==> config.mk <==
export PLATFORM = sky130hd
export DESIGN_NAME = ir_reflectance_to_distance
export DESIGN_NICKNAME = d
export VERILOG_FILES = /design/src/design/ir2d_pkg.sv /design/src/design/ir2d_front.sv /design/src/design/ir2d_div_cell.sv /design/src/design/ir2d_back.sv /design/src/design/ir_reflectance_to_distance.sv
export SDC_FILE = /design/constraint.sdc
export NUM_CORES = 2
export LEC_CHECK = 0
export BUFFER_PORTS_ARGS = -buffer_cell sky130_fd_sc_hd__buf_2
export CORE_MARGIN = 2
export CORE_UTILIZATION = 50
export DETAILED_ROUTE_END_ITERATION = 10
export GPL_TIMING_DRIVEN = 0
export PLACE_DENSITY = 0.66
export SYNTH_ARGS = -nofsm -noshare
export SYNTH_HDL_FRONTEND = slang
export SYNTH_HIERARCHICAL = 1
export SYNTH_SLANG_ARGS = --single-unit
==> constraint.sdc <==
create_clock -name i_clk -period 7.35 [get_ports i_clk]
set_input_delay 0.735 -clock i_clk [delete_from_list [all_inputs] [get_ports i_clk]]
set_output_delay 0.735 -clock i_clk [all_outputs]
set_load 0.01 [all_outputs]
==> src/design/ir2d_pkg.sv <==
package ir2d_pkg;

    localparam int unsigned SENSOR_COUNT = 6;
    localparam int unsigned TABLE_SIZE   = 6;
    localparam int unsigned ADC_BITS     = 12;
    localparam int unsigned ID_W         = 3;
    localparam int unsigned DIST_W       = 8;

    localparam int unsigned DIFF_W = ((ADC_BITS > 12) ? ADC_BITS : 12) + 1;
    localparam int unsigned SQ_W   = 2 * DIFF_W;
    localparam int unsigned N_W    = 31;
    localparam int unsigned Q_BITS = 12;
    localparam int unsigned CMP_W  = SQ_W + Q_BITS;
    localparam int unsigned C_W    = 11;
    localparam int unsigned D_W    = 9;
    localparam int unsigned THR_W  = 11;
    localparam int unsigned TOT_W  = Q_BITS + 2;
    localparam int unsigned MAG_W  = TOT_W - 1;
    localparam int unsigned PROD_W = 2 * MAG_W;
    localparam int unsigned MM_W   = 9;

    localparam int unsigned RECIP_10    = 6554;
    localparam int unsigned RECIP_SHIFT = 16;
    localparam int unsigned MAX_RESET   = 200;

    typedef struct packed {
        logic [ID_W-1:0]     sensor_id;
        logic [ADC_BITS-1:0] ambient_sample;
        logic [ADC_BITS-1:0] led1_sample;
        logic [ADC_BITS-1:0] led2_sample;
    } t_item;

    typedef struct packed {
        logic [ID_W-1:0]     sensor_number;
        logic [ADC_BITS-1:0] reflected_level;
        logic [DIST_W-1:0]   distance_mm;
    } t_result;

    typedef struct packed {
        logic [N_W-1:0]        num;
        logic signed [C_W-1:0] c;
        logic signed [D_W-1:0] d10;
    } t_coef;

    typedef struct packed {
        logic [ID_W-1:0]       id;
        logic [ADC_BITS-1:0]   level;
        logic signed [D_W-1:0] d10;
        logic                  known;
    } t_side;

    typedef struct packed {
        logic [N_W-1:0]    rem;
        logic [SQ_W-1:0]   sq;
        logic [Q_BITS-1:0] quo;
        logic              sat;
    } t_div;

    function automatic t_coef make_coef(input int a, input int c, input int d);
        t_coef co;
        co.num = N_W'(10 * a * a);
        co.c   = C_W'(c);
        co.d10 = D_W'(d);
        return co;
    endfunction

    function automatic t_coef coef_lookup(input logic [ID_W-1:0] id, input logic near);
        t_coef co;
        case (id)
            3'd0:    co = near ? make_coef(12300, -835, -127) : make_coef(2910, 240, 165);
            3'd1:    co = make_coef(2168, 188, 0);
            3'd2:    co = make_coef(2650, 807, -89);
            3'd3:    co = make_coef(1710, 776, -71);
            3'd4:    co = make_coef(2927, 230, 0);
            3'd5:    co = near ? make_coef(10000, -500, -87) : make_coef(3560, 170, 150);
            default: co = make_coef(0, 0, 0);
        endcase
        return co;
    endfunction

    function automatic logic [THR_W-1:0] threshold_of(input logic [ID_W-1:0] id);
        logic [THR_W-1:0] thr;
        case (id)
            3'd0:    thr = THR_W'(900);
            3'd5:    thr = THR_W'(1140);
            default: thr = '0;
        endcase
        return thr;
    endfunction

endpackage

==> src/design/ir2d_front.sv <==
module ir2d_front (
    input  logic            i_clk,
    input  logic            i_rst_n,
    input  logic            i_valid,
    input  ir2d_pkg::t_item i_item,
    output logic            o_valid,
    output ir2d_pkg::t_side o_side,
    output ir2d_pkg::t_div  o_div
);

    logic [ir2d_pkg::ADC_BITS-1:0] n_lit;
    logic [ir2d_pkg::ADC_BITS-1:0] n_level;

    logic                          r_a_valid;
    logic [ir2d_pkg::ID_W-1:0]     r_a_id;
    logic [ir2d_pkg::ADC_BITS-1:0] r_a_level;

    logic                                   n_near;
    ir2d_pkg::t_coef                        n_coef;
    logic signed [ir2d_pkg::DIFF_W:0]       n_diff_s;
    logic [ir2d_pkg::DIFF_W:0]              n_diff_abs;
    ir2d_pkg::t_side                        n_b_side;

    logic                        r_b_valid;
    logic [ir2d_pkg::DIFF_W-1:0] r_b_diff;
    logic [ir2d_pkg::N_W-1:0]    r_b_num;
    ir2d_pkg::t_side             r_b_side;

    logic                      r_c_valid;
    logic [ir2d_pkg::SQ_W-1:0] r_c_sq;
    logic [ir2d_pkg::N_W-1:0]  r_c_num;
    ir2d_pkg::t_side           r_c_side;

    logic                      n_sat;

    logic            r_d_valid;
    ir2d_pkg::t_div  r_d_div;
    ir2d_pkg::t_side r_d_side;

    always_comb begin
        n_lit   = i_item.sensor_id[0] ? i_item.led1_sample : i_item.led2_sample;
        n_level = (n_lit > i_item.ambient_sample) ? (n_lit - i_item.ambient_sample) : '0;
    end

    always_comb begin
        n_near     = ir2d_pkg::DIFF_W'(r_a_level)
                     >= ir2d_pkg::DIFF_W'(ir2d_pkg::threshold_of(r_a_id));
        n_coef     = ir2d_pkg::coef_lookup(r_a_id, n_near);
        n_diff_s   = $signed({1'b0, ir2d_pkg::DIFF_W'(r_a_level)})
                     - (ir2d_pkg::DIFF_W + 1)'(n_coef.c);
        n_diff_abs = n_diff_s[ir2d_pkg::DIFF_W] ? -n_diff_s : n_diff_s;
        n_b_side.id    = r_a_id;
        n_b_side.level = r_a_level;
        n_b_side.d10   = n_coef.d10;
        n_b_side.known = (32'(r_a_id) < ir2d_pkg::SENSOR_COUNT)
                         && (32'(r_a_id) < ir2d_pkg::TABLE_SIZE);
    end

    assign n_sat = ir2d_pkg::CMP_W'(r_c_num) >= {r_c_sq, {ir2d_pkg::Q_BITS{1'b0}}};

    always_ff @(posedge i_clk) begin
        if (!i_rst_n) begin
            r_a_valid <= 1'b0;
            r_b_valid <= 1'b0;
            r_c_valid <= 1'b0;
            r_d_valid <= 1'b0;
        end else begin
            r_a_valid <= i_valid;
            r_b_valid <= r_a_valid;
            r_c_valid <= r_b_valid;
            r_d_valid <= r_c_valid;
        end
    end

    always_ff @(posedge i_clk) begin
        r_a_id      <= i_item.sensor_id;
        r_a_level   <= n_level;
        r_b_diff    <= n_diff_abs[ir2d_pkg::DIFF_W-1:0];
        r_b_num     <= n_coef.num;
        r_b_side    <= n_b_side;
        r_c_sq      <= ir2d_pkg::SQ_W'(r_b_diff) * ir2d_pkg::SQ_W'(r_b_diff);
        r_c_num     <= r_b_num;
        r_c_side    <= r_b_side;
        r_d_div.rem <= r_c_num;
        r_d_div.sq  <= r_c_sq;
        r_d_div.quo <= '0;
        r_d_div.sat <= n_sat;
        r_d_side    <= r_c_side;
    end

    assign o_valid = r_d_valid;
    assign o_side  = r_d_side;
    assign o_div   = r_d_div;

endmodule

==> src/design/ir2d_div_cell.sv <==
module ir2d_div_cell #(
    parameter int unsigned K = 0
) (
    input  logic            i_clk,
    input  logic            i_rst_n,
    input  logic            i_valid,
    input  ir2d_pkg::t_side i_side,
    input  ir2d_pkg::t_div  i_div,
    output logic            o_valid,
    output ir2d_pkg::t_side o_side,
    output ir2d_pkg::t_div  o_div
);

    logic [ir2d_pkg::CMP_W-1:0] n_shifted;
    logic [ir2d_pkg::CMP_W-1:0] n_rem_wide;
    logic                       n_ge;
    ir2d_pkg::t_div             n_div;

    logic            r_valid;
    ir2d_pkg::t_side r_side;
    ir2d_pkg::t_div  r_div;

    always_comb begin
        n_shifted  = ir2d_pkg::CMP_W'(i_div.sq) << K;
        n_rem_wide = ir2d_pkg::CMP_W'(i_div.rem);
        n_ge       = n_rem_wide >= n_shifted;
        n_div      = i_div;
        if (n_ge) begin
            n_div.rem    = ir2d_pkg::N_W'(n_rem_wide - n_shifted);
            n_div.quo[K] = 1'b1;
        end
    end

    always_ff @(posedge i_clk) begin
        if (!i_rst_n) begin
            r_valid <= 1'b0;
        end else begin
            r_valid <= i_valid;
        end
    end

    always_ff @(posedge i_clk) begin
        r_side <= i_side;
        r_div  <= n_div;
    end

    assign o_valid = r_valid;
    assign o_side  = r_side;
    assign o_div   = r_div;

endmodule

==> src/design/ir2d_back.sv <==
module ir2d_back (
    input  logic                        i_clk,
    input  logic                        i_rst_n,
    input  logic                        i_valid,
    input  ir2d_pkg::t_side             i_side,
    input  ir2d_pkg::t_div              i_div,
    input  logic [ir2d_pkg::DIST_W-1:0] i_max_distance,
    output logic                        o_valid,
    output ir2d_pkg::t_result           o_result
);

    logic [ir2d_pkg::Q_BITS-1:0]       n_quo;
    logic signed [ir2d_pkg::TOT_W-1:0] n_total;
    logic [ir2d_pkg::PROD_W-1:0]       n_prod;
    logic [ir2d_pkg::MM_W-1:0]         n_mm;

    logic                          r_e_valid;
    logic [ir2d_pkg::ID_W-1:0]     r_e_id;
    logic [ir2d_pkg::ADC_BITS-1:0] r_e_level;
    logic [ir2d_pkg::MM_W-1:0]     r_e_mm;

    logic [ir2d_pkg::DIST_W-1:0] n_dist;

    logic              r_valid;
    ir2d_pkg::t_result r_result;

    always_comb begin
        n_quo   = i_div.sat ? '1 : i_div.quo;
        n_total = $signed({2'b00, n_quo}) + ir2d_pkg::TOT_W'(i_side.d10);
        n_prod  = ir2d_pkg::PROD_W'(n_total[ir2d_pkg::MAG_W-1:0])
                  * ir2d_pkg::PROD_W'(ir2d_pkg::RECIP_10);
        if (!i_side.known || n_total[ir2d_pkg::TOT_W-1]) begin
            n_mm = '0;
        end else begin
            n_mm = n_prod[ir2d_pkg::RECIP_SHIFT +: ir2d_pkg::MM_W];
        end
    end

    assign n_dist = (r_e_mm > ir2d_pkg::MM_W'(i_max_distance))
                    ? i_max_distance : r_e_mm[ir2d_pkg::DIST_W-1:0];

    always_ff @(posedge i_clk) begin
        if (!i_rst_n) begin
            r_e_valid <= 1'b0;
            r_valid   <= 1'b0;
        end else begin
            r_e_valid <= i_valid;
            r_valid   <= r_e_valid;
        end
    end

    always_ff @(posedge i_clk) begin
        r_e_id                   <= i_side.id;
        r_e_level                <= i_side.level;
        r_e_mm                   <= n_mm;
        r_result.sensor_number   <= r_e_id;
        r_result.reflected_level <= r_e_level;
        r_result.distance_mm     <= n_dist;
    end

    assign o_valid  = r_valid;
    assign o_result = r_result;

endmodule

==> src/design/ir_reflectance_to_distance.sv <==
// Converts one infrared sensor reading per item into a reflected level and a distance in
// millimeters. A new item may be started in every clock cycle and busy stays low, so the
// block never holds off a source. Each result is marked by o_valid for a single cycle; the
// receiver cannot stall the block and must take every result when it is shown. The path
// runs through four front stages (level, coefficient select, squaring, range check), a row
// of twelve divider cells that each settle one quotient bit, and two final stages for
// scaling and clamping. The maximum distance register should only be written while no
// item is in flight.
module ir_reflectance_to_distance (
    input  logic                        i_clk,
    input  logic                        i_rst_n,
    input  logic                        start,
    output logic                        busy,
    input  ir2d_pkg::t_item             i_item,
    output logic                        o_valid,
    output ir2d_pkg::t_result           o_result,
    input  logic                        i_cfg_valid,
    output logic                        o_cfg_ready,
    input  logic [ir2d_pkg::DIST_W-1:0] i_cfg_data
);

    localparam int unsigned NCELL = ir2d_pkg::Q_BITS;

    logic [ir2d_pkg::DIST_W-1:0] r_max_distance;

    logic            w_valid [NCELL+1];
    ir2d_pkg::t_side w_side  [NCELL+1];
    ir2d_pkg::t_div  w_div   [NCELL+1];

    assign busy        = 1'b0;
    assign o_cfg_ready = 1'b1;

    always_ff @(posedge i_clk) begin
        if (!i_rst_n) begin
            r_max_distance <= ir2d_pkg::DIST_W'(ir2d_pkg::MAX_RESET);
        end else if (i_cfg_valid && o_cfg_ready) begin
            r_max_distance <= i_cfg_data;
        end
    end

    ir2d_front u_front (
        .i_clk   (i_clk),
        .i_rst_n (i_rst_n),
        .i_valid (start && !busy),
        .i_item  (i_item),
        .o_valid (w_valid[0]),
        .o_side  (w_side[0]),
        .o_div   (w_div[0])
    );

    for (genvar g = 0; g < NCELL; g++) begin : g_cell
        ir2d_div_cell #(
            .K (NCELL - 1 - g)
        ) u_cell (
            .i_clk   (i_clk),
            .i_rst_n (i_rst_n),
            .i_valid (w_valid[g]),
            .i_side  (w_side[g]),
            .i_div   (w_div[g]),
            .o_valid (w_valid[g+1]),
            .o_side  (w_side[g+1]),
            .o_div   (w_div[g+1])
        );
    end

    ir2d_back u_back (
        .i_clk          (i_clk),
        .i_rst_n        (i_rst_n),
        .i_valid        (w_valid[NCELL]),
        .i_side         (w_side[NCELL]),
        .i_div          (w_div[NCELL]),
        .i_max_distance (r_max_distance),
        .o_valid        (o_valid),
        .o_result       (o_result)
    );

endmodule

======== After elaboration in Yosys (flattened, before gate mapping) ========
Index checks and enable logic that the tools add are counted.
storage, ports and cells
  flip-flop bits (word level) ............. 1339
  input bits .............................. 51
  output and inout bits ................... 26
  word-level logic and storage cells ...... 213
cells by class
  add/sub/neg operators ................... 15
  multipliers ............................. 2
  magnitude comparators ................... 17
  equality and inequality tests ........... 5
  multiplexer cells ....................... 20
  reduce and logical (&&, ||, !) cells .... 3
operators with widths
  kind                                                                    number
  31-bit two-way mux                                                      11
  51-bit one-hot mux with 6 select lines                                  1
  31-bit subtractor                                                       7
  51-bit two-way mux                                                      1
  50-bit two-way mux                                                      1
  31-bit by 38-bit >= comparator with 1-bit output                        1
  31-bit by 37-bit >= comparator with 1-bit output                        1
  31-bit by 36-bit >= comparator with 1-bit output                        1
  31-bit by 35-bit >= comparator with 1-bit output                        1
  31-bit by 34-bit >= comparator with 1-bit output                        1
  31-bit by 33-bit >= comparator with 1-bit output                        1
  31-bit by 32-bit >= comparator with 1-bit output                        1
  31-bit by 26-bit >= comparator with 1-bit output                        1
  31-bit by 27-bit >= comparator with 1-bit output                        1
  31-bit by 28-bit >= comparator with 1-bit output                        1
  31-bit by 29-bit >= comparator with 1-bit output                        1
  31-bit by 30-bit >= comparator with 1-bit output                        1
  31-bit >= comparator                                                    1
  31-bit by 27-bit subtractor with 31-bit output                          1
  31-bit by 28-bit subtractor with 31-bit output                          1
  31-bit by 29-bit subtractor with 31-bit output                          1
  31-bit by 30-bit subtractor with 31-bit output                          1
  13-bit by 13-bit multiplier with 26-bit output                          1
  13-bit by 12-bit multiplier with 24-bit output (second input constant)  1
  19 further kinds                                                        22

======== Longest topological paths before layout ========
  word-level depth ........................ 8
  mapped depth ............................ 27
  gate-level depth less buffers ........... 25

======== Modules after synthesis ========
The synthesis kept the hierarchy.
by module, submodules not included
  module                             times used  cells an instance  area each (um^2)  sequential area each (um^2)
  ir2d_front                         1           1165               12042.8           4604.4
  ir2d_back                          1           519                5026.1            980.9
  ir2d_div_cell (g_cell[10].u_cell)  1           431                4241.6            1921.8
  ir2d_div_cell (g_cell[8].u_cell)   1           399                3865.0            1921.8
  ir2d_div_cell (g_cell[11].u_cell)  1           389                3843.7            1921.8
  ir2d_div_cell (g_cell[7].u_cell)   1           352                3807.4            1921.8
  ir2d_div_cell (g_cell[6].u_cell)   1           347                3804.9            1921.8
  ir2d_div_cell (g_cell[5].u_cell)   1           382                3729.8            1921.8
  ir2d_div_cell (g_cell[9].u_cell)   1           370                3698.5            1921.8
  ir2d_div_cell (g_cell[4].u_cell)   1           356                3662.3            1921.8
  ir2d_div_cell (g_cell[1].u_cell)   1           328                3646.0            1921.8
  ir2d_div_cell (g_cell[2].u_cell)   1           327                3644.7            1921.8
  ir2d_div_cell (g_cell[3].u_cell)   1           335                3537.1            1921.8
  ir2d_div_cell (g_cell[0].u_cell)   1           304                3250.6            1921.8
  ir_reflectance_to_distance         1           29                 316.6             160.2

======== Worst setup path before layout ========
No wires, ideal clock.
  path type ............................... register to register
  start point ............................. register g_cell[11].u_cell.r_div, in the netlist g_cell[11].u_cell/o_div[0]
  end point ............................... register u_back/r_e_mm[5] in the netlist's numbering
  setup time .............................. 112 ps
  arrival time ............................ 5972 ps
  data required time ...................... 7238 ps
  setup slack ............................. 1266 ps
  stages on the path, launching flop included .. 26
  path buffers ............................ 1
  period minus slack after synthesis ...... 6084 ps
  cells stage by stage .................... dfxtp_1 > clkbuf_1 > or2_2 > ha_1 > inv_1 > fa_1 > nand3b_1 > a21oi_1 > o21ba_2 > nor4b_1 > a211o_2 > ha_1 > inv_1 > fa_1 > inv_1 > fa_1 > fa_1 > inv_1 > fa_1 > inv_1 > ha_1 > nor2b_1 > nor2_1 > o21ai_2 > a22o_1 > a2111oi_1
on the way
  cells in the longest elaborated chain, start to end .. 3
  elaborated cells between the ends (all ways) .. 4
  classes of those cells .................. 1 x add/sub; 1 x mul; 1 x mux; 1 x reduce/logical
ends and longest elaborated chain
  what                                                                                RTL line                          RTL
  from (decl)                                                                         ir2d_div_cell.sv:21               ir2d_pkg::t_div r_div;
  from (signal assigned)                                                              ir2d_div_cell.sv:44               r_div <= n_div;
  12-bit two-way mux (*)                                                              ir2d_back.sv:28                   n_quo = i_div.sat ? '1 : i_div.quo;
  13-bit by 9-bit adder with 14-bit output (*)                                        ir2d_back.sv:29                   n_total = $signed({2'b00, n_quo}) + ir2d_pkg::TOT_W'(i_side.d10);
  13-bit by 12-bit multiplier with 24-bit output or 1-bit logical OR (tied branches)  ir2d_back.sv:31, ir2d_back.sv:32
  to (signal assigned)                                                                ir2d_back.sv:55                   r_e_mm <= n_mm;
  to (decl)                                                                           ir2d_back.sv:20                   logic [ir2d_pkg::MM_W-1:0] r_e_mm;
Mark *: on every way between the ends. The rest lies on a longest branch, timed or not.
A chain may end at the register's enable or synchronous reset.

======== Worst setup path in the final report ========
Ends and elaborated chain as after synthesis.

==> impl_metrics.env <==
export IMPL_grt_max_degree=27
export IMPL_io_buffers=73
export IMPL_arrival_ps=7360
export IMPL_finalCritPeriodShare=0.919
export IMPL_worst_pin_slew_ps=1360
export IMPL_drtIter0Drc=2434
export IMPL_grt_overflow=0
export IMPL_holdBufCountCts=0
export IMPL_min_path_type="input port to flip-flop"
export IMPL_end_kind="flip-flop"
export IMPL_clk_pin_slew_ps=60
export IMPL_cts_tree="yes"
export IMPL_drc=0
export IMPL_die_area_um2=122000
export IMPL_cts_root_buffer="clkbuf_16"
export IMPL_status="complete, no violations"
export IMPL_path_max_fanout=10
export IMPL_cts_sinks=1382
export IMPL_cts_path_max_buffers=3
export IMPL_period_minus_slack_ps=6750
export IMPL_dp_hpwl_um=103000
export IMPL_grt_pass1_wl_um=207000
export IMPL_wl_per_cell_um=16.8
export IMPL_stdcell_count=7748
export IMPL_io_pins=77
export IMPL_cap_violations=0
export IMPL_firstDrtPassIters=5
export IMPL_netlist_area_um2=59900
export IMPL_drv_slew=0
export IMPL_relSlewSlack=0.0867
export IMPL_cp_data_required_time_ps=7960
export IMPL_grt_pass1_vias=39575
export IMPL_drive_gt1_frac=0.116
export IMPL_dp_cells=7487
export IMPL_rsz0062_at_grt="no"
export IMPL_htreeDepth=4
export IMPL_final_common_cell="dfxtp_1"
export IMPL_fin_tns_setup_ps=0
export IMPL_finalSetupViolCount=0
export IMPL_core_um2=118000
export IMPL_start_util=0.506
export IMPL_nNetsFinal=6754
export IMPL_cts_setup_buffers=0
export IMPL_wl_um=130000
export IMPL_grtUsageTotal=0.212
export IMPL_synth_cells=5798
export IMPL_die_x_um=350
export IMPL_num_vias=39957
export IMPL_fmax_ghz=0.148
export IMPL_antenna_found_initial=4
export IMPL_ys_warn_count=6
export IMPL_critPathLaunchType="flip-flop"
export IMPL_criticalPathCategory="flip-flop to flip-flop"
export IMPL_clk_insertion_delay_late_ps=760
export IMPL_rows=126
export IMPL_cts_buffers=143
export IMPL_antenna_left=0
export IMPL_clock_skew_ps=46.4
export IMPL_syn_avg_cell_area_um2=10.3
export IMPL_final_core_util=0.569
export IMPL_layout_common_cells="dfxtp_1 (1382), inv_1 (644), ha_1 (519), a21oi_1 (389), nand2_1 (331)"
export IMPL_hold_viol=0
export IMPL_syn_to_final_growth_pct=12.6
export IMPL_via_per_inst=5.16
export IMPL_chipHeight_um=350
export IMPL_gp_congestion=0.900
-- stage by stage --
| step | cell area [µm²] | worst slack (ps) | hold slack [ps] |
|---|---|---|---|
| 6_report | 67400 | 598 | 72.3 |
| 5_1_grt | 67400 | 60.9 | 22.3 |
| 4_1_cts | 67400 | 375 | 6.13 |
| 3_5_place_dp | 62300 | 398 | 312 |
| 3_3_place_gp | 62300 | 459 | 310 |
| 2_1_floorplan | 59900 | 1270 | 310 |
-- layout make-up --
cell class / instances / area, µm²
multi-input combinational: 3610 / 28700
tap: 1600 / 2000
antenna: 1 / 2.50
fill: 10314 / 51000
timing repair buffer: 73 / 365
clock buffer: 191 / 4020
sequential: 1382 / 27700
clock inverter: 69 / 1110
buffer: 175 / 1080
inverter: 647 / 2430
-- timing repair --
| action | 4_1_cts | 5_1_grt |
|---|---|---|
| endpoints found under the hold margin | 0 | 0 |
| gates resized for setup | 0 | 2 |
| endpoints found under the setup margin | 0 | 1 |
-- path summary, 6_finish.rpt --
path                                                 start                        end  slack (ps)  cells after the start
worst max register to register  g_cell[11].u_cell/o_div[0]           u_back/r_e_mm[5]         600                     25
worst min-delay path                            i_item[38]          u_front/r_a_id[2]          70                      1
worst max-delay path            g_cell[11].u_cell/o_div[0]           u_back/r_e_mm[5]         600                     25
worst min register to register   g_cell[5].u_cell/o_div[7]  g_cell[6].u_cell/o_div[7]         310                      0
-- per-layer routing --
layer | routed length [µm] | global-route usage | vias to the layer above
met5 | 0 | 0 | -
met4 | 4980 | 0.0874 | 0
met3 | 4650 | 0.0302 | 236
met2 | 61100 | 0.358 | 757
met1 | 59600 | 0.272 | 18722
li1 | - | - | 20242
-- sequential cells by signal, indices dropped and copies added (netlist names), 3 cells and up --
| register | cells |
|---|---|
| r_max_distance | 8 |
| u_front/r_a_id | 3 |
| u_front/o_div | 52 |
| u_front/r_b_diff | 13 |
| u_back/r_e_mm | 9 |
| u_front/r_a_level | 12 |
| g_cell.u_cell/o_side | 300 |
| u_front/r_b_side | 23 |
| u_front/r_b_num | 26 |
| u_back/r_e_id | 3 |
| u_back/r_e_level | 12 |
| u_front/o_side | 23 |
| u_front/r_c_sq | 25 |
| g_cell.u_cell/o_valid | 12 |
| g_cell.u_cell/o_div | 783 |
| u_front/r_c_side | 23 |
| u_back/o_result | 23 |
| u_front/r_c_num | 26 |
-- worst max-delay path, stage by stage, from the launching register on --
cell and delay, ps:
dfxtp_1 400, clkbuf_2 230, or2_2 140, ha_1 150, inv_1 50, fa_1 390
nand3b_1 200, a21oi_1 300, o21ba_2 210, nor4b_1 70, a211o_2 340, ha_1 310
inv_1 80, fa_1 540, inv_1 50, fa_1 500, fa_1 540, inv_1 60
fa_1 530, inv_1 40, ha_1 350, nor2b_1 160, nor2_1 150, o21ai_2 120
a22o_1 230, a2111oi_1 470
Power is not shown: default switching activity piles up to over one toggle a cycle in this logic, so the estimate is an artifact.
